**src/sv/cba_ram.sv**
```systemverilog
module cba_ram #(
  parameter int WIDTH = 8,
  parameter int DEPTH = 16
) (
  input  logic                     clk_i,
  input  logic                     we_i,
  input  logic [$clog2(DEPTH)-1:0] waddr_i,
  input  logic [WIDTH-1:0]         wdata_i,
  input  logic                     re_i,
  input  logic [$clog2(DEPTH)-1:0] raddr_i,
  output logic [WIDTH-1:0]         rdata_o
);

  logic [WIDTH-1:0] mem_q [DEPTH];
  logic [WIDTH-1:0] rdata_q;

  always_ff @(posedge clk_i) begin
    if (we_i) begin
      mem_q[waddr_i] <= wdata_i;
    end
    if (re_i) begin
      rdata_q <= mem_q[raddr_i];
    end
  end

  assign rdata_o = rdata_q;

endmodule

```
**config.mk**
```make
export PLATFORM = sky130hd
export DESIGN_NAME = cba_ram
export DESIGN_NICKNAME = d
export VERILOG_FILES = /design/src/sv/cba_ram.sv
export SDC_FILE = /design/constraint.sdc
export NUM_CORES = 1
export LEC_CHECK = 0
export ABC_AREA = 1
export BUFFER_PORTS_ARGS = -buffer_cell sky130_fd_sc_hd__buf_2
export CAP_MARGIN = 20
export CORE_MARGIN = 5
export CORE_UTILIZATION = 61
export DETAILED_ROUTE_END_ITERATION = 8
export PLACE_DENSITY_LB_ADDON = 0.2
export SYNTH_ARGS = -nofsm -noshare
export SYNTH_HDL_FRONTEND = slang
export SYNTH_SLANG_ARGS = --single-unit
```
**constraint.sdc**
```tcl
create_clock -name clk_i -period 3.31 [get_ports clk_i]
set_input_delay 0.331 -clock clk_i [delete_from_list [all_inputs] [get_ports clk_i]]
set_output_delay 0.331 -clock clk_i [all_outputs]
set_load 0.05 [all_outputs]
```
## Word level (Yosys, flattened, before mapping)

Memories as Yosys holds them, arrays and structs flattened. A register that Yosys moved wholly into a read port is not among the register bits.
Index checks and enable logic that the tools add are counted.

- Bits in registers: 0
- Bits in latches: 0
- Memory bits (writable): 128
- Memory bits (read-only): 0
- Input port bits: 19
- Output and inout port bits: 8
- Logic and storage cells: 3
- Memories kept: 1

Memories:

| memory | words | bits a word | rd ports | clocked after Yosys merged registers in | write ports | line | text |
|---|---|---|---|---|---|---|---|
| mem_q | 16 | 8 | 1 | 1 | 1 | 14 | `logic [WIDTH-1:0] mem_q [DEPTH];` |

- Add/sub/neg operators: 0
- Multiply operators: 0
- Div/mod/pow operators: 0
- Magnitude comparators: 0
- Eq/ne operators: 0
- Shift-type cells: 0
- Multiplexer cells: 2
- Bitwise gates (word level): 0
- Reduce and logical (&&, ||, !) cells: 0

Operator list:

| kind | number |
|---|---|
| 2-to-1 mux 1 bit | 2 |

## Longest topological paths before layout

Gate-level depths: netlist of the first run.

- Depth after elaboration: 2
- Mapped depth: 8
- Mapped depth without buffers: 7

## Least setup slack after synthesis of the first run

Ideal clock, no wire load.

- Path kind: input to register
- Start: input port waddr_i[2]
- End: memory mem_q[10][0] (enable)
- Setup time: 0.370 ns
- Arrival time: 0.912 ns
- Data required time: 2.940 ns
- Slack: 2.028 ns
- Stages: 2
- Buffers on the path: 0
- Cell sequence: nand3b_1 -> nor2_1

RTL lines:

| what | line | text |
|---|---|---|
| start: declaration | 7 | `input logic [$clog2(DEPTH)-1:0] waddr_i,` |
| end: declaration | 14 |  |

Straight into the memory's write port.

## Worst setup path after layout of the first run

- Start: register rdata_q[3], in the netlist rdata_o[3] (read register of mem_q)
- End: output port rdata_o[3]

RTL lines:

| what | line | text |
|---|---|---|
| start: declaration | 15 | `logic [WIDTH-1:0] rdata_q;` |
| end: declaration | 11 | `output logic [WIDTH-1:0] rdata_o` |

No word-level cell between the ends.

==> flow_metrics.env, run 1 <==
export IMPL_slew_viol_final=0
export IMPL_num_rows=35
export IMPL_avgSynthCellArea_sq_um=10.6
export IMPL_synth_simple_gate_area_share_pct=20.8
export IMPL_grt_max_degree=65
export IMPL_fin_skew_ns=0.00861
export IMPL_tns_ns=0
export IMPL_drtIter0Drc=380
export IMPL_hold_viol_final=0
export IMPL_synth_top_family_by_area="simple AND/OR/NAND/NOR gates"
export IMPL_io_pin_count=27
export IMPL_synth_top_area_share_pct=69.8
export IMPL_ctsRootBufferMaster="clkbuf_8"
export IMPL_worstHoldPathType="input port to flip-flop"
export IMPL_p_per_area_nw_per_um2=628
export IMPL_worst_pin_slew_ns=0.953
export IMPL_synth_fp_nets=570
export IMPL_arrival_ns=1.15
export IMPL_swShare_pct=22.3
export IMPL_p_seq_share_pct=46.9
export IMPL_initial_utilization_pct=63.0
export IMPL_dp_hpwl_mm=7.55
export IMPL_via_per_inst=5.45
export IMPL_fmax_mhz=677
export IMPL_combPwrFrac_pct=6.0
export IMPL_diodes=0
export IMPL_gr_usage_met2_pct=38.8
export IMPL_p_leak_nw=2.83
export IMPL_drc=0
export IMPL_grt_total_usage_pct=24.1
export IMPL_setup_viol=0
export IMPL_vdd_drop_max_mv=0.340
export IMPL_cp_start_kind="flip-flop"
export IMPL_crit_path_end_kind="output port"
export IMPL_drive_above_1_share_pct=10.4
export IMPL_synth_seq_cells=136
export IMPL_cp_data_required_time_ns=2.98
export IMPL_cp_slowest_cell="edfxtp_1"
export IMPL_path_class="flip-flop to output port"
export IMPL_ys_seq_area_share_pct=69.8
export IMPL_dr_total_vias=3910
export IMPL_cts_tree="done"
export IMPL_cpPeakStageDelay_ns=0.40
export IMPL_post_dp_cell_area_sq_um=6010
export IMPL_synthAdderAreaFrac_pct=0
export IMPL_grt_pass1_vias=3865
export IMPL_nFillCells=695
export IMPL_critPathTopFamily="flip-flops"
export IMPL_path_cells="buf_2"
export IMPL_drt_total_wl_mm=12.8
export IMPL_dieHeight_um=108
export IMPL_nNetsFinal=594
export IMPL_yosys_area_share_xor_xnor_pct=0
export IMPL_grt_met3_usage_pct=6.36
export IMPL_grt_antenna_before_repair=0
export IMPL_post_cts_buffers=0
export IMPL_wl_per_cell_um=17.9
export IMPL_finalCritPeriodShare_pct=44.6
export IMPL_cts_sinks=136
export IMPL_maxCapViolCount=0
export IMPL_power_frac_clock_pct=47.1
export IMPL_critPathBufInv=1
export IMPL_portBuffers=26
export IMPL_crit_path_max_fanout=1
export IMPL_synth_cell_types=11
export IMPL_status="completed"
export IMPL_cts_max_level=4
export IMPL_rsz0062_at_grt="no"
export IMPL_yosys_area_top_type="edfxtp_1"
export IMPL_grt_use_met1_pct=30.8
export IMPL_die_w_um=108
export IMPL_final_cell_area_sq_um=6620
export IMPL_hold_buffers=0
export IMPL_synth_top_cells_by_area="edfxtp_1 (70%), nand2_1 (11%), nand3_1 (8.3%)"
export IMPL_intPower_mw=3.23
export IMPL_grt_pass1_wl_mm=20.3
export IMPL_cts_buffers=17
export IMPL_layout_min_cycle_time_ns=1.48
export IMPL_drtPass1Iterations=6
export IMPL_clk_pin_slew_worst_paths_ns=0.06
export IMPL_routabilityCongestion=0.849
export IMPL_overflow=0
export IMPL_clock_latency_ns=0.52
export IMPL_areaGrowthSynthToFinish_pct=13.2
export IMPL_synth_compound_area_share_pct=0
export IMPL_fp_coreArea_sq_um=9280
export IMPL_cts_resized=0
export IMPL_switching_power_uw=929
export IMPL_synth_warnings=0
export IMPL_top_usage_layer="met2"
export IMPL_syn_inst=551
export IMPL_synthMuxAreaShare_pct=0
export IMPL_ant_nets=0
export IMPL_syn_cell_area_sq_um=5850
export IMPL_relSlewSlack_pct=36.2
export IMPL_die_area_sq_um=11600
export IMPL_cts_max_path_buffers=2
[power groups by stage]
| stage | registers, mW | clock network, mW | logic [mW] |
|---|---|---|---|
| 2_1_floorplan | 2.01 | 0 | 0.136 |
| 3_3_place_gp | 1.99 | 0 | 0.241 |
| 3_5_place_dp | 1.99 | 0 | 0.246 |
| 4_1_cts | 1.95 | 1.97 | 0.250 |
| 5_1_grt | 1.95 | 2.06 | 0.277 |
| 6_report | 1.95 | 1.96 | 0.250 |
[registers in the layout, summed over array words and instances (netlist names)]
register,cells
mem_q,128
rdata_o,8
[through the flow]
stage | util (%) | power, mW | cells | setup slack, ns | hold WS (ns)
finish | 71.3 | 4.16 | 717 | 1.83 | 0.176
global route | 71.3 | 4.29 | 717 | 1.80 | 0.158
CTS | 71.3 | 4.17 | 717 | 1.82 | 0.150
detailed placement | 64.7 | 2.23 | 685 | 1.38 | 0.691
global placement | 64.7 | 2.23 | 685 | 1.40 | 0.691
floorplan | - | 2.15 | 551 | 2.03 | 0.430
[layer usage]
layer  wire length, um  part of all wire (%)  up-vias
met1              4970                    39     1860
met4               383                   3.0        0
met5                 0                     0        -
li1                  -                     -     1830
met3              1140                   8.9       36
met2              6300                    49      184
[synthesized netlist by cell type (all sizes together)]
library cell,n
edfxtp,136
nand3,97
nand3b,2
nand2,173
inv,102
nor2,17
buf,24
[layout make-up]
type	instances	area, sq um	share of cell area, %
clock inverter	14	196	2.97
inverter	102	383	5.78
multi-input combinational	289	1210	18.3
tap	129	161	2.44
sequential	136	4080	61.7
clock buffer	18	418	6.31
timing repair buffer	29	165	2.49
[cells by family (layout without fill, tap and decap cells)]
group,after synthesis,in the layout
buf+inv,126,163
flops,136,136
simple gates,289,289
[layout by cell type (no fill, tap or decap), types with 4 or more instances in the layout]
cell type | Yosys | final
bufinv_16 | 0 | 4
nor2_1 | 17 | 17
clkbuf_16 | 0 | 16
clkinvlp_4 | 0 | 5
nand2_1 | 173 | 173
nand3_1 | 97 | 97
buf_2 | 13 | 26
edfxtp_1 | 136 | 136
inv_6 | 0 | 4
inv_1 | 100 | 100
[worst paths after layout]
check / startpoint / to / slack, ns / cells past startpoint
hold / removal: re_i / rdata_o[4]$_DFFE_PP_ / 0.18 / 1
setup reg to reg: mem_q[7][4]$_DFFE_PP_ / rdata_o[4]$_DFFE_PP_ / 2.10 / 6
setup / recovery: rdata_o[3]$_DFFE_PP_ / rdata_o[3] / 1.83 / 1
hold reg to reg: mem_q[11][6]$_DFFE_PP_ / rdata_o[6]$_DFFE_PP_ / 0.75 / 6
Note: power is estimated with default switching activity, not from simulation.
==> inputs of run 2 (changes only) <==
Clock period 3.31 ns to 1.54 ns, I/O delays scaled along.
==> run 2 against run 1 <==
  * Critical path depth stayed put
  * Register-to-register slack got worse by 1.8 ns
  * Global-route usage rose by 0.84 points
  * Worst hold slack worse by 0.13 ns
  * Largest power group is now sequential cells
  * Highest routed layer unchanged
==> flow_metrics.env, run 2 (synthesized netlist as in run 1, its figures left out) <==
export IMPL_ff2ff_setup_slack_ns=0.35
export IMPL_via_per_inst=5.27
export IMPL_finalCritPeriodShare_pct=87.4
export IMPL_nFillCells=654
export IMPL_cts_max_level=4
export IMPL_diodes=0
export IMPL_drive_above_1_share_pct=13.9
export IMPL_rsz0062_at_grt="no"
export IMPL_num_rows=35
export IMPL_ant_nets=0
export IMPL_dp_cells=708
export IMPL_cp_data_required_time_ns=1.39
export IMPL_areaGrowthSynthToFinish_pct=16.6
export IMPL_fmax_mhz=743
export IMPL_drc=0
export IMPL_fin_skew_ns=0.00552
export IMPL_ctsRootBufferMaster="clkbuf_8"
export IMPL_setup_viol=0
export IMPL_regMostFlops="mem_q"
export IMPL_cts_tree="done"
export IMPL_whs_ns=0.0445
export IMPL_cpPeakStageDelay_ns=0.39
export IMPL_clock_latency_ns=0.52
export IMPL_dr_total_vias=3907
export IMPL_tns_ns=0
export IMPL_cp_slowest_cell="edfxtp_1"
export IMPL_portBuffers=26
export IMPL_cts_resized=0
export IMPL_overflow=0
export IMPL_cts_max_path_buffers=2
export IMPL_grt_pass1_wl_mm=20.9
export IMPL_dieHeight_um=108
export IMPL_cp_start_kind="flip-flop"
export IMPL_p_per_area_nw_per_um2=1310
export IMPL_grt_antenna_before_repair=0
export IMPL_layout_commonest_cell="nand2_1"
export IMPL_routabilityCongestion=0.846
export IMPL_crit_path_max_fanout=1
export IMPL_relSlewSlack_pct=57.5
export IMPL_worstHoldPathType="input port to flip-flop"
export IMPL_path_class="flip-flop to output port"
export IMPL_arrival_ns=1.19
export IMPL_most_common_layout_cells="nand2_1 (173), edfxtp_1 (136), inv_1 (100)"
export IMPL_drtPass1Iterations=5
export IMPL_fp_coreArea_sq_um=9280
export IMPL_hold_viol_final=0
export IMPL_io_pin_count=27
export IMPL_critPathBufInv=1
export IMPL_vdd_drop_max_mv=0.677
export IMPL_path_cells="buf_2"
export IMPL_cts_sinks=136
export IMPL_layout_min_cycle_time_ns=1.35
export IMPL_cts_buffers=17
export IMPL_drtIter0Drc=421
export IMPL_initial_utilization_pct=63.0
export IMPL_grt_max_degree=39
export IMPL_dp_hpwl_mm=7.84
export IMPL_grt_pass1_vias=3995
export IMPL_worst_pin_slew_ns=0.636
export IMPL_slew_viol_final=0
export IMPL_crit_path_end_kind="output port"
export IMPL_die_area_sq_um=11600
export IMPL_p_leak_nw=2.97
export IMPL_wl_per_cell_um=17.5
export IMPL_critPathTopFamily="flip-flops"
export IMPL_maxCapViolCount=0
export IMPL_drt_total_wl_mm=13.0
export IMPL_dp_slack_ns=0.0849
export IMPL_status="completed"
export IMPL_grt_total_usage_pct=24.9
export IMPL_worst_slack_ns=0.194
export IMPL_clk_pin_slew_worst_paths_ns=0.06
export IMPL_final_cells=741
export IMPL_nNetsFinal=618
export IMPL_largest_reg_flops=128
export IMPL_die_w_um=108
run 2: where the power goes:
part	leakage [nW]	switching [mW]	internal, mW
Combinational	1.44	0.418	0.158
Clock	0.288	1.54	2.64
Sequential	1.24	0.0229	4.17
Total	2.97	1.98	6.97
run 2: metrics by stage:
step / total power [mW] / area [sq um] / util, %
2_1_floorplan: 4.62 / 5850 / -
3_3_place_gp: 4.82 / 6190 / 66.7
3_5_place_dp: 4.84 / 6190 / 66.7
4_1_cts: 8.98 / 6820 / 73.5
5_1_grt: 9.22 / 6820 / 73.5
6_report: 8.95 / 6820 / 73.5
run 2: final timing paths:
| check | start | end | cells after the start |
|---|---|---|---|
| max | rdata_o[6]$_DFFE_PP_ | rdata_o[6] | 1 |
| max reg2reg | mem_q[5][3]$_DFFE_PP_ | rdata_o[3]$_DFFE_PP_ | 6 |
| min reg2reg | mem_q[15][2]$_DFFE_PP_ | rdata_o[2]$_DFFE_PP_ | 6 |
| min | wdata_i[3] | mem_q[3][3]$_DFFE_PP_ | 1 |
run 2: routing by layer:
metal,global-route usage (%),up-vias,share of wire (%)
met1,33.1,1826,41
met3,5.04,29,7.0
li1,-,1881,-
met5,0,-,0
met4,10.9,0,2.6
met2,40.2,171,49
run 2: layout make-up:
class / instances / area, sq um / share of cell area [%]
Multi-Input combinational cell: 289 / 1210 / 17.8
Sequential cell: 136 / 4080 / 59.9
Clock buffer: 18 / 418 / 6.13
Timing Repair Buffer: 53 / 360 / 5.28
Clock inverter: 14 / 199 / 2.92
Tap cell: 129 / 161 / 2.37
Inverter: 102 / 383 / 5.61
run 2: repair_timing:
item,in CTS,in global routing
hold buffers,1,0
buffers inserted,0,0
setup endpoints to repair,0,0
endpoints found under the hold margin,8,0
