File: config.mk
export PLATFORM = sky130hd
export DESIGN_NAME = cba_ctrl
export DESIGN_NICKNAME = d
export VERILOG_FILES = /design/src/sv/cba_pkg.sv /design/src/sv/cba_ctrl.sv
export SDC_FILE = /design/constraint.sdc
export NUM_CORES = 1
export LEC_CHECK = 0
export BUFFER_PORTS_ARGS = -buffer_cell sky130_fd_sc_hd__buf_2
export CORE_MARGIN = 1.5
export CORE_UTILIZATION = 45
export DETAILED_ROUTE_END_ITERATION = 7
export PLACE_DENSITY = 0.68
export SYNTH_ARGS = -nofsm -noshare
export SYNTH_HDL_FRONTEND = slang
export SYNTH_SLANG_ARGS = --single-unit
File: constraint.sdc
create_clock -name clk_i -period 3.3 [get_ports clk_i]
set_input_delay 0.165 -clock clk_i [delete_from_list [all_inputs] [get_ports clk_i]]
set_output_delay 0.165 -clock clk_i [all_outputs]
set_load 0.01 [all_outputs]
File: src/sv/cba_pkg.sv
package cba_pkg;

  localparam int NUM_BLOCKS  = 1024;
  localparam int BLOCK_BYTES = 1024;

  localparam int IDX_W   = 11;
  localparam int TAG_W   = 14;
  localparam int OFF_W   = 20;
  localparam int ADDR_W  = $clog2(NUM_BLOCKS);

  localparam int IN_DATA_W  = 40;
  localparam int OUT_DATA_W = 48;

  typedef enum logic {
    KIND_ALLOC = 1'b0,
    KIND_FREE  = 1'b1
  } kind_e;

  typedef enum logic [1:0] {
    STAT_OK  = 2'd0,
    STAT_OOM = 2'd1,
    STAT_BAD = 2'd2
  } status_e;

  typedef enum logic [2:0] {
    ST_INIT,
    ST_IDLE,
    ST_DISP,
    ST_PAR,
    ST_NB,
    ST_TAIL,
    ST_PWR,
    ST_FREE
  } state_e;

  // one word per block: live flag, owner, chain tail and next link
  typedef struct packed {
    logic             valid;
    logic [TAG_W-1:0] owner;
    logic [IDX_W-1:0] tail;
    logic [IDX_W-1:0] next;
  } entry_t;

  localparam int ENTRY_W = $bits(entry_t);

  typedef struct packed {
    kind_e            kind;
    logic [IDX_W-1:0] parent;
    logic [TAG_W-1:0] tag;
    logic [IDX_W-1:0] head;
  } item_t;

  typedef struct packed {
    logic             valid;
    logic [IDX_W-1:0] blk;
    logic [OFF_W-1:0] off;
    status_e          status;
    logic [IDX_W-1:0] in_use;
  } res_t;

  typedef struct packed {
    logic              we;
    logic [ADDR_W-1:0] waddr;
    entry_t            wdata;
    logic              re;
    logic [ADDR_W-1:0] raddr;
  } mem_req_t;

  function automatic logic in_range(input logic [IDX_W-1:0] n);
    return (n != '0) && (n <= IDX_W'(NUM_BLOCKS));
  endfunction

  function automatic logic [ADDR_W-1:0] blk_addr(input logic [IDX_W-1:0] n);
    logic [IDX_W-1:0] d;
    d = n - IDX_W'(1);
    return d[ADDR_W-1:0];
  endfunction

  function automatic logic [OFF_W-1:0] blk_offset(input logic [IDX_W-1:0] n);
    logic [IDX_W-1:0]       d;
    logic [IDX_W+OFF_W-1:0] p;
    d = n - IDX_W'(1);
    p = (IDX_W+OFF_W)'(d) * (IDX_W+OFF_W)'(BLOCK_BYTES);
    return (n == '0) ? '0 : p[OFF_W-1:0];
  endfunction

endpackage

File: src/sv/cba_ctrl.sv
module cba_ctrl (
  input  logic                         clk_i,
  input  logic                         rst_ni,
  input  logic                         item_valid_i,
  output logic                         item_ready_o,
  input  cba_pkg::item_t               item_i,
  input  logic                         go_i,
  output cba_pkg::res_t                res_o,
  output cba_pkg::mem_req_t            mem_o,
  input  logic [cba_pkg::ENTRY_W-1:0]  mem_rdata_i
);

  cba_pkg::state_e                state_q, state_d;
  cba_pkg::item_t                 item_q, item_d;
  cba_pkg::entry_t                par_q, par_d;
  cba_pkg::entry_t                rd;
  cba_pkg::entry_t                upd;
  logic [cba_pkg::IDX_W-1:0]      free_head_q, free_head_d;
  logic [cba_pkg::IDX_W-1:0]      use_cnt_q, use_cnt_d;
  logic [cba_pkg::IDX_W-1:0]      cur_q, cur_d;
  logic [cba_pkg::IDX_W-1:0]      nb_q, nb_d;
  logic [cba_pkg::ADDR_W-1:0]     init_cnt_q, init_cnt_d;
  logic                           first_q, first_d;
  logic                           link_par_q, link_par_d;
  logic                           fh_ok;
  logic [cba_pkg::IDX_W-1:0]      tail_blk;
  logic [cba_pkg::IDX_W-1:0]      nxt;

  assign rd       = cba_pkg::entry_t'(mem_rdata_i);
  assign fh_ok    = cba_pkg::in_range(free_head_q);
  assign tail_blk = par_q.tail;
  assign nxt      = rd.next;

  always_ff @(posedge clk_i or negedge rst_ni) begin
    if (!rst_ni) begin
      state_q     <= cba_pkg::ST_INIT;
      init_cnt_q  <= '0;
      free_head_q <= cba_pkg::IDX_W'(1);
      use_cnt_q   <= '0;
    end else begin
      state_q     <= state_d;
      init_cnt_q  <= init_cnt_d;
      free_head_q <= free_head_d;
      use_cnt_q   <= use_cnt_d;
    end
  end

  always_ff @(posedge clk_i) begin
    item_q     <= item_d;
    par_q      <= par_d;
    cur_q      <= cur_d;
    nb_q       <= nb_d;
    first_q    <= first_d;
    link_par_q <= link_par_d;
  end

  always_comb begin
    state_d      = state_q;
    item_d       = item_q;
    par_d        = par_q;
    cur_d        = cur_q;
    nb_d         = nb_q;
    first_d      = first_q;
    link_par_d   = link_par_q;
    init_cnt_d   = init_cnt_q;
    free_head_d  = free_head_q;
    use_cnt_d    = use_cnt_q;
    item_ready_o = 1'b0;
    mem_o        = '0;
    res_o        = '0;
    res_o.status = cba_pkg::STAT_OK;
    res_o.in_use = use_cnt_q;
    upd          = rd;

    unique case (state_q)
      cba_pkg::ST_INIT: begin
        mem_o.we          = 1'b1;
        mem_o.waddr       = init_cnt_q;
        mem_o.wdata       = '0;
        if (init_cnt_q == cba_pkg::ADDR_W'(cba_pkg::NUM_BLOCKS - 1)) begin
          mem_o.wdata.next = '0;
          state_d          = cba_pkg::ST_IDLE;
        end else begin
          mem_o.wdata.next = cba_pkg::IDX_W'(init_cnt_q) + cba_pkg::IDX_W'(2);
        end
        init_cnt_d = init_cnt_q + cba_pkg::ADDR_W'(1);
      end

      cba_pkg::ST_IDLE: begin
        item_ready_o = 1'b1;
        if (item_valid_i) begin
          item_d  = item_i;
          state_d = cba_pkg::ST_DISP;
        end
      end

      cba_pkg::ST_DISP: begin
        if (go_i) begin
          if (item_q.kind == cba_pkg::KIND_ALLOC) begin
            if (item_q.parent != '0) begin
              if (!cba_pkg::in_range(item_q.parent)) begin
                res_o.valid  = 1'b1;
                res_o.status = cba_pkg::STAT_BAD;
                state_d      = cba_pkg::ST_IDLE;
              end else begin
                mem_o.re    = 1'b1;
                mem_o.raddr = cba_pkg::blk_addr(item_q.parent);
                state_d     = cba_pkg::ST_PAR;
              end
            end else if (fh_ok) begin
              mem_o.re    = 1'b1;
              mem_o.raddr = cba_pkg::blk_addr(free_head_q);
              state_d     = cba_pkg::ST_NB;
            end else begin
              res_o.valid  = 1'b1;
              res_o.status = cba_pkg::STAT_OOM;
              state_d      = cba_pkg::ST_IDLE;
            end
          end else if (cba_pkg::in_range(item_q.head)) begin
            mem_o.re    = 1'b1;
            mem_o.raddr = cba_pkg::blk_addr(item_q.head);
            cur_d       = item_q.head;
            first_d     = 1'b1;
            state_d     = cba_pkg::ST_FREE;
          end else begin
            res_o.valid  = 1'b1;
            res_o.status = cba_pkg::STAT_BAD;
            state_d      = cba_pkg::ST_IDLE;
          end
        end
      end

      cba_pkg::ST_PAR: begin
        if (go_i) begin
          par_d = rd;
          if (!rd.valid) begin
            res_o.valid  = 1'b1;
            res_o.status = cba_pkg::STAT_BAD;
            state_d      = cba_pkg::ST_IDLE;
          end else if (!fh_ok) begin
            res_o.valid  = 1'b1;
            res_o.status = cba_pkg::STAT_OOM;
            state_d      = cba_pkg::ST_IDLE;
          end else begin
            mem_o.re    = 1'b1;
            mem_o.raddr = cba_pkg::blk_addr(free_head_q);
            state_d     = cba_pkg::ST_NB;
          end
        end
      end

      cba_pkg::ST_NB: begin
        if (go_i) begin
          mem_o.we          = 1'b1;
          mem_o.waddr       = cba_pkg::blk_addr(free_head_q);
          mem_o.wdata.valid = 1'b1;
          mem_o.wdata.owner = item_q.tag;
          mem_o.wdata.tail  = '0;
          mem_o.wdata.next  = '0;
          free_head_d       = rd.next;
          use_cnt_d         = use_cnt_q + cba_pkg::IDX_W'(1);
          nb_d              = free_head_q;
          if (item_q.parent == '0) begin
            res_o.valid  = 1'b1;
            res_o.blk    = free_head_q;
            res_o.off    = cba_pkg::blk_offset(free_head_q);
            res_o.in_use = use_cnt_d;
            state_d      = cba_pkg::ST_IDLE;
          end else if (cba_pkg::in_range(tail_blk) && (tail_blk != free_head_q)) begin
            mem_o.re    = 1'b1;
            mem_o.raddr = cba_pkg::blk_addr(tail_blk);
            state_d     = cba_pkg::ST_TAIL;
          end else begin
            link_par_d = 1'b1;
            state_d    = cba_pkg::ST_PWR;
          end
        end
      end

      cba_pkg::ST_TAIL: begin
        if (go_i) begin
          mem_o.we = 1'b1;
          if (rd.valid) begin
            // live tail: hang the new block off it, parent keeps its link
            upd.next    = nb_q;
            mem_o.waddr = cba_pkg::blk_addr(tail_blk);
            mem_o.wdata = upd;
            link_par_d  = 1'b0;
            state_d     = cba_pkg::ST_PWR;
          end else begin
            // stale tail: parent links straight to the new block
            upd         = par_q;
            upd.next    = nb_q;
            upd.tail    = nb_q;
            mem_o.waddr = cba_pkg::blk_addr(item_q.parent);
            mem_o.wdata = upd;
            res_o.valid = 1'b1;
            res_o.blk   = nb_q;
            res_o.off   = cba_pkg::blk_offset(nb_q);
            state_d     = cba_pkg::ST_IDLE;
          end
        end
      end

      cba_pkg::ST_PWR: begin
        if (go_i) begin
          upd      = par_q;
          upd.tail = nb_q;
          if (link_par_q) begin
            upd.next = nb_q;
          end
          mem_o.we    = 1'b1;
          mem_o.waddr = cba_pkg::blk_addr(item_q.parent);
          mem_o.wdata = upd;
          res_o.valid = 1'b1;
          res_o.blk   = nb_q;
          res_o.off   = cba_pkg::blk_offset(nb_q);
          state_d     = cba_pkg::ST_IDLE;
        end
      end

      cba_pkg::ST_FREE: begin
        if (go_i) begin
          if (rd.valid) begin
            upd.valid   = 1'b0;
            upd.tail    = '0;
            upd.next    = free_head_q;
            mem_o.we    = 1'b1;
            mem_o.waddr = cba_pkg::blk_addr(cur_q);
            mem_o.wdata = upd;
            free_head_d = cur_q;
            use_cnt_d   = use_cnt_q - cba_pkg::IDX_W'(1);
            first_d     = 1'b0;
            // a self link would read stale data this cycle, so it ends the walk
            if (cba_pkg::in_range(nxt) && (nxt != cur_q)) begin
              mem_o.re    = 1'b1;
              mem_o.raddr = cba_pkg::blk_addr(nxt);
              cur_d       = nxt;
            end else begin
              res_o.valid  = 1'b1;
              res_o.in_use = use_cnt_d;
              state_d      = cba_pkg::ST_IDLE;
            end
          end else begin
            res_o.valid  = 1'b1;
            res_o.status = first_q ? cba_pkg::STAT_BAD : cba_pkg::STAT_OK;
            state_d      = cba_pkg::ST_IDLE;
          end
        end
      end

      default: begin
        state_d = cba_pkg::ST_IDLE;
      end
    endcase
  end

endmodule

; Word-level counts from Yosys, hierarchy flattened
; Index checks and enable logic that the tools add are counted.
[word_totals]
regBits = 133
wordCells = 189
out_inout_bits = 105
input_bits = 78
[op_classes]
reduce_logical = 27
n_eq_ne = 26
n_addsub = 11
n_lt_le_gt_ge = 5
muxes = 104
[op_table]
columns = operator, count
row1 = 2-to-1 mux 11 bit, 29
row2 = one-hot mux 48 bit (5 select lines), 1
row3 = 2-to-1 mux 59 bit, 3
row4 = 2-to-1 mux 32 bit, 5
row5 = 2-to-1 mux 48 bit, 2
row6 = one-hot mux 31 bit (3 select lines), 1
row7 = one-hot mux 11 bit (2 select lines), 4
row8 = "subtractor 10 x 1 -> 10 bit, second input constant", 7
row9 = "less-or-equal comparator 11 bit, second input constant", 5
row10 = nonzero test 11 bit, 5
row11 = 2-to-1 mux 3 bit, 17
row12 = 2-to-1 mux 47 bit, 1
row13 = one-hot mux 11 bit (4 select lines), 1
row14 = 2-to-1 mux 20 bit, 2
row15 = logical NOT 11 bit, 3
row16 = "inequality test 2 bit, second input constant", 15
row17 = one-hot mux 3 bit (8 select lines), 1
row18 = 2-to-1 mux 2 bit, 11
row19 = inequality test 11 bit, 2
row20 = 2-to-1 mux 1 bit, 21
row21 = 2-to-1 mux 13 bit, 1
row22 = "equality test 3 bit, second input constant", 4
row23 = AND reduction 6 bit, 2
row24 = "adder 10 x 2 -> 11 bit, second input constant", 1
row25 = 17 further kinds, 29

; Depth between registers and ports, before layout
; Gate-level depths: netlist of the first run.
[logic_depth]
ltp_word = 7
mapped_depth = 10
ltp_nobuf = 8

; Least setup slack after synthesis of the first run
; No wires, ideal clock.
[synth_path]
path_type = register to register
start = register state_q[1]
end = register par_q[0] in the netlist's numbering, enable pin
setup_time_ps = 431
path_slack_ps = 361
arrival_ps = 2508
path_stages_with_launch = 5
path_cell_list = dfrtp_1 -> clkbuf_1 -> clkbuf_1 -> nand3_1 -> nor2_1
[synth_via]
elab_chain_cells = 2
[synth_lines]
columns = element, line_no
row1 = from (decl), cba_ctrl.sv:13  ; cba_pkg::state_e state_q, state_d;
row2 = from (signal assigned), cba_ctrl.sv:36  ; state_q <= cba_pkg::ST_INIT;
row3 = from (signal assigned), cba_ctrl.sv:41  ; state_q <= state_d;
row4 = equality test 3 x 2 -> 1 bit, cba_ctrl.sv:75  ; unique case (state_q)
row5 = AND reduction 2 bit (no source line), --
row6 = to (signal assigned), cba_ctrl.sv:50  ; par_q <= par_d;
row7 = to (decl), cba_ctrl.sv:15  ; cba_pkg::entry_t par_q, par_d;
; Every way passes these cells.
; A chain may end at the register's enable or synchronous reset.

==> reports/metrics.csv, run 1 <==
metric,value,unit
Die Wd,143,um
Layout area overhead,26.6,%
first-pass GRT wire length,45300,um
Die Ht,143,um
initial antenna violation count,0,
synth warn,0,
Yosys reg bits,133,
Initial Util,45.7,%
Setup crit end kind,primary output,
synth cell count leaders,"113 x nand2_1, 98 x edfxtp_1, 86 x nor2_1, 62 x clkbuf_1, 58 x xor2_1",
Pint,4550,uW
ANT nets after route,0,
TritonCTS clock tree,yes,
max_cap viols,0,
leakage,0.00471,uW
Setup WS post-layout,0.0325,ns
wire per inst,21.0,um
fin crit period,3.27,ns
nets,1258,
"worst slack, placed",0.407,ns
Synth top area share,33.2,%
Hold/Removal Path Class,in2reg,
Clock Latency Late Sink,0.43,ns
Max-slew headroom,36.1,%
Placed Area,9920,um^2
clock tree sinks,133,
number of enable flip-flop cells after synthesis,98,
count of input and output buffers,172,
vias in the first global route,7991,
clock power share,24.0,%
Mapped Avg Cell Area,9.26,um^2
dpl hpwl,21600,um
Netlist cell types,71,
Num CTS Buffers,17,
sequential area share after synthesis,43.1,%
Max H-tree Level,4,
outcome,"complete, but fails checks",
cell taking the most area after synthesis,edfxtp_1,
design area,11200,um^2
Hold Fails Final Rpt,0,
Finish-stage setup viols,0,
Setup Skew,0.0154,ns
violated checks,DRC,
NetSw,3290,uW
Pwr Density,698,nW/um^2
CTS Root Cell,clkbuf_16,
layout cells sized above 1,23.0,%
critical path class,reg2out,
Slew Limit Fails,0,
Worst Path Arrival,3.10,ns
CORE AREA,19400,um^2
# DRC,8,
share of flip-flops with an asynchronous set or reset,26.3,%
CP max FO,5,
Gate Count Post-Synth,956,
via count of the routed design,8524,
top-count cell post-synth,nand2_1,
Worst-path clk slew,0.06,ns
I/O pin count,183,
GPL Wtd Cong,0.958,
Startpoint Class,flop,
routed wire length,30300,um
Comb pwr share,40.4,%
worst hold slack,0.0635,ns
Synth Flop Type,edfxtp_1,
DR vias/cell,5.90,
period utilization,99.0,%
Post-Syn Area,8860,um^2
Max Freq,0.306,GHz
peak supply drop,0.000408,V
Initial DRC Count,889,
Synth area leaders,"edfxtp_1 33%, dfrtp_1 9.6%, xor2_1 5.7%",
# diodes,0,
Flop pwr share,35.6,%
WP data required,3.13,ns
grt ovf,0,
1st-pass router iterations,8,
FP Rows,51,
worst slew pin tran,0.959,ns
clk buf depth,2,
sw frac,41.9,%
overall global routing resource usage,29.6,%
pin count of the biggest net entering global routing,38,
Die ar.,20500,um^2
[sequential cells by signal, indices dropped and copies added, names as in the netlist]
register and cells:
init_cnt_q 10, item_q 37, cur_q 11, nb_q 11, use_cnt_q 11, first_q 1
free_head_q 11, state_q 3, par_q 26, link_par_q 1, tail_blk 11
[critical path, stage by stage (launching register included)]
cell,delay [ns]
edfxtp_1,0.39
inv_2,0.10
ha_1,0.18
or3b_2,0.51
or2_2,0.37
and3_1,0.20
o21ai_0,0.25
o221ai_1,0.17
a211o_1,0.35
buf_2,0.15
[layout make-up]
cell class,instances,area (um^2)
inverter,43,161
multi-input combinational,703,4560
sequential,133,3820
fill,1731,8180
clock buffer,19,454
timing repair buffer,268,1760
tap,265,332
clock inverter,13,119
[metal layers]
layer,GRT usage [%],share of wire (%),vias to the layer above
met5,0,0,-
met4,11.5,2.8,0
met3,7.18,10,54
met2,47.2,47,478
met1,39.0,41,4084
li1,-,-,3908
[worst paths after layout]
check                           startpoint             to  slack [ns]  cells past startpoint
max reg2reg                      item_q[0]       cur_q[4]        0.57                      9
max in group asynchronous           rst_ni   use_cnt_q[0]        2.23                      2
min in group asynchronous           rst_ni     state_q[2]        0.42                      2
min                        mem_rdata_i[10]      par_q[10]        0.06                      1
max                              item_q[0]       mem_o[6]        0.03                      9
min reg2reg                  use_cnt_q[10]  use_cnt_q[10]        0.51                      1
[per-stage QoR]
| step | utilization (%) | instances | TNS, ns | total power, uW |
|---|---|---|---|---|
| CTS | 57.4 | 1438 | 0 | 7740 |
| floorplan | - | 965 | 0 | 4620 |
| global route | 57.8 | 1444 | -0.00397 | 8220 |
| finish | 57.8 | 1444 | 0 | 7830 |
| global placement | 51.1 | 1343 | 0 | 5770 |
| detailed placement | 51.1 | 1343 | 0 | 5800 |
[power groups by stage]
stage,clock (uW),sequential (uW),combinational [uW]
5_1_grt,1960,2840,3410
6_report,1880,2790,3160
3_3_place_gp,0,2780,2990
4_1_cts,1880,2760,3090
2_1_floorplan,0,2450,2170
3_5_place_dp,0,2790,3010
[placed cells by master, fill, tap and decap left out, types with 16 or more instances in the layout]
master / count
buf_2: 172
nand2_1: 111
edfxtp_1: 98
nor2_1: 85
dlygate4sd3_1: 63
xor2_1: 58
xnor2_1: 55
inv_1: 41
o21ai_0: 37
nand3_1: 34
dfrtp_1: 33
buf_4: 31
o22ai_1: 29
a222oi_1: 24
nor3_1: 20
clkbuf_16: 18
a22o_1: 17
a31oi_1: 17
nor4_1: 16
[cell families after synthesis]
kind of cell	share of synthesized area [%]
compound gates	17.3
xor+xnor	11.2
fa+ha+maj	1.98
buf+inv	6.26
flops	43.1
mux	0.607
other cells	0.0423
simple gates	19.5
[what timing repair did]
item	4_1_cts	5_1_grt
resized for setup	2	10
hold buffers	63	0
buffers inserted	0	6
endpoints found under the hold margin	96	0
setup endpoints to repair	3	36
pin swaps	0	1
(Power assumes the default switching activity.)
==> inputs of run 2 (changes only) <==
Settings changed: CTS_BUF_LIST set to sky130_fd_sc_hd__clkbuf_4.
==> reports/metrics.csv, run 2 (synthesis gave the netlist of run 1 again) <==
metric,value,unit,change
outcome,"complete, no violations",,
CP max FO,4,,-1
Initial Util,45.7,%,unchanged
count of input and output buffers,172,,unchanged
reg-to-reg startpoint,item_q[0],,
period utilization,99.3,%,+0.30 points
I/O pin count,183,,unchanged
leakage,0.00472,uW,+0.32%
Die Wd,143,um,unchanged
Final Power,7210,uW,-7.9%
Layout area overhead,27.2,%,
# DRC,0,,-8
Worst Path Arrival,3.11,ns,about the same
R2R Path End,cur_q[4],,
Finished Layout Cells,1474,,+2.1%
CORE AREA,19400,um^2,unchanged
nets,1287,,+2.3%
worst hold slack,0.150,ns,+0.0864 ns
Setup WS post-layout,0.0226,ns,-0.00988 ns
vias in the first global route,8062,,+0.89%
Hold Fails Final Rpt,0,,unchanged
routed wire length,30900,um,+1.7%
Hold Startpoint,go_i,,
layout cells sized above 1,25.2,%,+2.3 points
Die Ht,143,um,unchanged
R2R depth,9,,unchanged
Pwr Density,640,nW/um^2,-8.3%
wire per inst,20.9,um,-0.35%
most frequent cells in the layout,"172 x buf_2, 110 x nand2_1, 98 x edfxtp_1",,
pin count of the biggest net entering global routing,38,,unchanged
Clock Latency Late Sink,0.59,ns,+0.16 ns
initial antenna violation count,1,,+1
Startpoint Class,flop,,
Setup Skew,0.0428,ns,+0.0274 ns
peak supply drop,0.000351,V,-14%
Worst-path clk slew,0.16,ns,+0.10 ns
"most common cell after layout, fill and taps aside",buf_2,,
Worst Hold Path Cells,2,,+1
Max H-tree Level,4,,unchanged
most frequent CP cell,or4_4,,
Inst Count DP,1343,,unchanged
fin crit period,3.28,ns,+0.00988 ns
Setup crit end kind,primary output,,
overall global routing resource usage,30.1,%,+0.48 points
worst slew pin tran,0.930,ns,-0.0290 ns
CP cell instances,or4_4 > or4_4 > a31oi_4 > o31ai_2 > a22o_1 > a221o_1 > buf_2,,
"worst slack, placed",0.407,ns,unchanged
Finish-stage setup viols,0,,unchanged
"setup slack, reg-to-reg",0.70,ns,+0.13 ns
WP data required,3.13,ns,about the same
first-pass GRT wire length,45900,um,+1.4%
Num CTS Buffers,17,,unchanged
clk buf depth,2,,unchanged
critical path class,reg2out,,
Hold/Removal Path Class,in2reg,,
clock tree sinks,133,,unchanged
max_cap viols,0,,unchanged
TritonCTS clock tree,yes,,
Max-slew headroom,38.0,%,+1.9 points
largest register by flop count,item_q,,
RSZ-0062 raised after global routing,yes,,
Crit-path slowest cell,or4_4,,
number of flip-flops in the largest register,37,,unchanged
GPL Wtd Cong,0.958,,unchanged
Slew Limit Fails,0,,unchanged
Die ar.,20500,um^2,unchanged
Initial DRC Count,891,,+0.22%
via count of the routed design,8654,,+1.5%
Max Freq,0.305,GHz,-0.30%
worst hold endpoint,link_par_q,,
1st-pass router iterations,6,,-2
dpl hpwl,21600,um,unchanged
FP Rows,51,,unchanged
grt ovf,0,,unchanged
Post-Route Utilization,58.1,%,+0.24 points
max incr delay on CP,0.57,ns,+0.06 ns
CTS Root Cell,clkbuf_4,,
DR vias/cell,5.87,,-0.54%
largest registers,"item_q x37, par_q x26",,
ANT nets after route,0,,unchanged
run 2: cell type report:
| class | count | area [um^2] |
|---|---|---|
| Timing Repair Buffer | 297 | 2000 |
| Sequential cell | 133 | 3820 |
| Antenna cell | 1 | 2.50 |
| Multi-Input combinational cell | 703 | 4660 |
| Inverter | 43 | 161 |
| Clock buffer | 18 | 135 |
| Clock inverter | 14 | 149 |
| Tap cell | 265 | 332 |
| Fill cell | 1759 | 8140 |
run 2: what timing repair did:
item                                   4_1_cts  5_1_grt
setup endpoints to repair                   38       46
gates resized for setup                     16       19
hold buffers                                76        0
pin swaps                                    1        4
buffers inserted                             6       16
endpoints found under the hold margin      122        0
run 2: worst max-delay path, delay by kind of cell (launching register included):
family                 cells  cell delay (ns)
flip-flops                 1             0.45
AND/OR/NAND/NOR            2             1.05
AO/OA/AOI/OAI              4             0.88
buffers and inverters      1             0.16
run 2: power by group:
part | switching (uW) | internal (uW) | total, uW
registers | 540 | 2240 | 2780
clock network | 693 | 466 | 1160
logic | 1990 | 1290 | 3280
total | 3220 | 3990 | 7210
run 2: worst max-delay path by stage:
stage	start	end	slack, ns	depth (start not counted)
floorplan	state_q[1]	par_q[0]	0.36	4
global placement	free_head_q[4]	mem_o[4]	0.40	7
detailed placement	item_q[0]	mem_o[0]	0.41	9
finish	item_q[32]	mem_o[9]	0.02	7
global route	item_q[32]	mem_o[9]	-0.07	7
CTS	use_cnt_q[1]	res_o[10]	0.007	9
run 2: metrics by stage:
stage,TNS (ns),cell area (um^2)
2_1_floorplan,0,8890
3_3_place_gp,0,9920
3_5_place_dp,0,9920
4_1_cts,0,11100
5_1_grt,-0.189,11300
6_report,0,11300
run 2: layer usage:
metal	up-vias	GRT usage (%)	wire length, um
li1	3973	-	-
met1	4129	39.1	12600
met2	480	48.4	14300
met3	72	6.57	2850
met4	0	13.2	1160
met5	-	0	0
==> inputs of run 3 (changes only) <==
Settings changed: HOLD_SLACK_MARGIN set to 0.15.
==> reports/metrics.csv, run 3 (synthesis gave the netlist of run 1 again) <==
metric,value,unit,change
outcome,"complete, no violations",,
Layout area overhead,27.3,%,about the same
Worst Path Arrival,3.10,ns,about the same
clk buf depth,2,,unchanged
Die Ht,143,um,unchanged
1st-pass router iterations,7,,+1
Setup Skew,0.0448,ns,+0.00193 ns
ANT nets after route,0,,unchanged
"most common cell after layout, fill and taps aside",buf_2,,
peak supply drop,0.000350,V,-0.19%
most frequent CP cell,or4_4,,
dpl hpwl,21600,um,unchanged
leakage,0.00473,uW,about the same
design area,11300,um^2,about the same
max incr delay on CP,0.57,ns,about the same
CTS Root Cell,clkbuf_4,,
Setup crit end kind,primary output,,
critical path class,reg2out,,
CP max FO,4,,unchanged
I/O pin count,183,,unchanged
Worst-path clk slew,0.16,ns,about the same
Setup WS post-layout,0.0318,ns,+0.00914 ns
Top delay family on crit path,simple AND/OR/NAND/NOR gates,,
Final Power,7210,uW,about the same
worst slew pin tran,0.909,ns,-0.0207 ns
DR vias/cell,5.89,,+0.32%
R2R Path End,cur_q[4],,
layout cells sized above 1,25.2,%,about the same
"worst slack, placed",0.407,ns,unchanged
WP data required,3.13,ns,about the same
Max Freq,0.306,GHz,+0.28%
Startpoint Class,flop,,
overall global routing resource usage,30.1,%,about the same
Crit-path slowest cell,or4_4,,
CORE AREA,19400,um^2,unchanged
count of input and output buffers,172,,unchanged
Num CTS Buffers,17,,unchanged
R2R depth,9,,unchanged
FP Rows,51,,unchanged
Placed Area,9920,um^2,unchanged
number of flip-flops in the largest register,37,,unchanged
nets,1288,,+0.078%
grt ovf,0,,unchanged
period utilization,99.0,%,-0.28 points
GPL Wtd Cong,0.958,,unchanged
Hold/Removal Path Class,in2async,,
# DRC,0,,unchanged
Die ar.,20500,um^2,unchanged
Post-Route Utilization,58.1,%,about the same
via count of the routed design,8688,,+0.39%
fin crit period,3.27,ns,-0.00914 ns
TritonCTS clock tree,yes,,
clock tree sinks,133,,unchanged
routed wire length,30800,um,-0.21%
RSZ-0062 raised after global routing,yes,,
Hold Fails Final Rpt,0,,unchanged
Die Wd,143,um,unchanged
CP cell instances,or4_4 > or4_4 > a31oi_4 > o31ai_2 > a22o_1 > a221o_1 > buf_2,,
wire per inst,20.9,um,-0.28%
largest registers,"item_q x37, par_q x26",,
first-pass GRT wire length,45900,um,about the same
reg-to-reg startpoint,item_q[0],,
most frequent cells in the layout,"172 x buf_2, 110 x nand2_1, 98 x edfxtp_1",,
pin count of the biggest net entering global routing,38,,unchanged
max_cap viols,0,,unchanged
Clock Latency Late Sink,0.59,ns,about the same
initial antenna violation count,1,,unchanged
Initial Util,45.7,%,unchanged
Pwr Density,640,nW/um^2,about the same
largest register by flop count,item_q,,
Max-slew headroom,39.4,%,+1.4 points
worst hold slack,0.214,ns,+0.0642 ns
Initial DRC Count,982,,+10%
Max H-tree Level,4,,unchanged
Finish-stage setup viols,0,,unchanged
vias in the first global route,8073,,+0.14%
worst path bufs/invs,1,,unchanged
"setup slack, reg-to-reg",0.74,ns,+0.04 ns
Slew Limit Fails,0,,unchanged
[run 3: what timing repair did]
action / 4_1_cts / 5_1_grt
pin swaps: 1 / 4
hold buffers: 77 / 0
gates resized for setup: 16 / 19
endpoints found under the hold margin: 134 / 0
setup endpoints to repair: 38 / 46
setup buffers: 6 / 16
[run 3: per-stage QoR]
step / instances / TNS, ns
floorplan: 965 / 0
global placement: 1343 / 0
detailed placement: 1343 / 0
CTS: 1458 / 0
global route: 1475 / -0.199
finish: 1475 / 0
[run 3: where the power goes]
group          switching (uW)  internal, uW
registers                 539          2240
logic                    1990          1290
clock network             697           466
[run 3: metal layers]
metal / vias up / global-route usage, % / part of all wire (%) / wire, um
met1: 4136 / 39.1 / 41 / 12500
li1: 3983 / - / - / -
met5: - / 0 / 0 / 0
met4: 0 / 12.8 / 3.9 / 1200
met2: 496 / 48.3 / 46 / 14200
met3: 73 / 6.81 / 9.2 / 2850
[run 3: area by class of cell]
cell class	count	area [um^2]
antenna	1	2.50
clock buffer	18	135
clock inverter	14	149
fill	1759	8130
inverter	43	161
multi-input combinational	703	4660
sequential	133	3820
tap	265	332
timing repair buffer	298	2010
[run 3: worst max-delay path by stage]
stage / start / to / cells past startpoint
floorplan: state_q[1] / par_q[0] / 4
global placement: free_head_q[4] / mem_o[4] / 7
detailed placement: item_q[0] / mem_o[0] / 9
CTS: use_cnt_q[1] / res_o[10] / 9
global route: item_q[32] / mem_o[9] / 7
finish: item_q[32] / mem_o[9] / 7
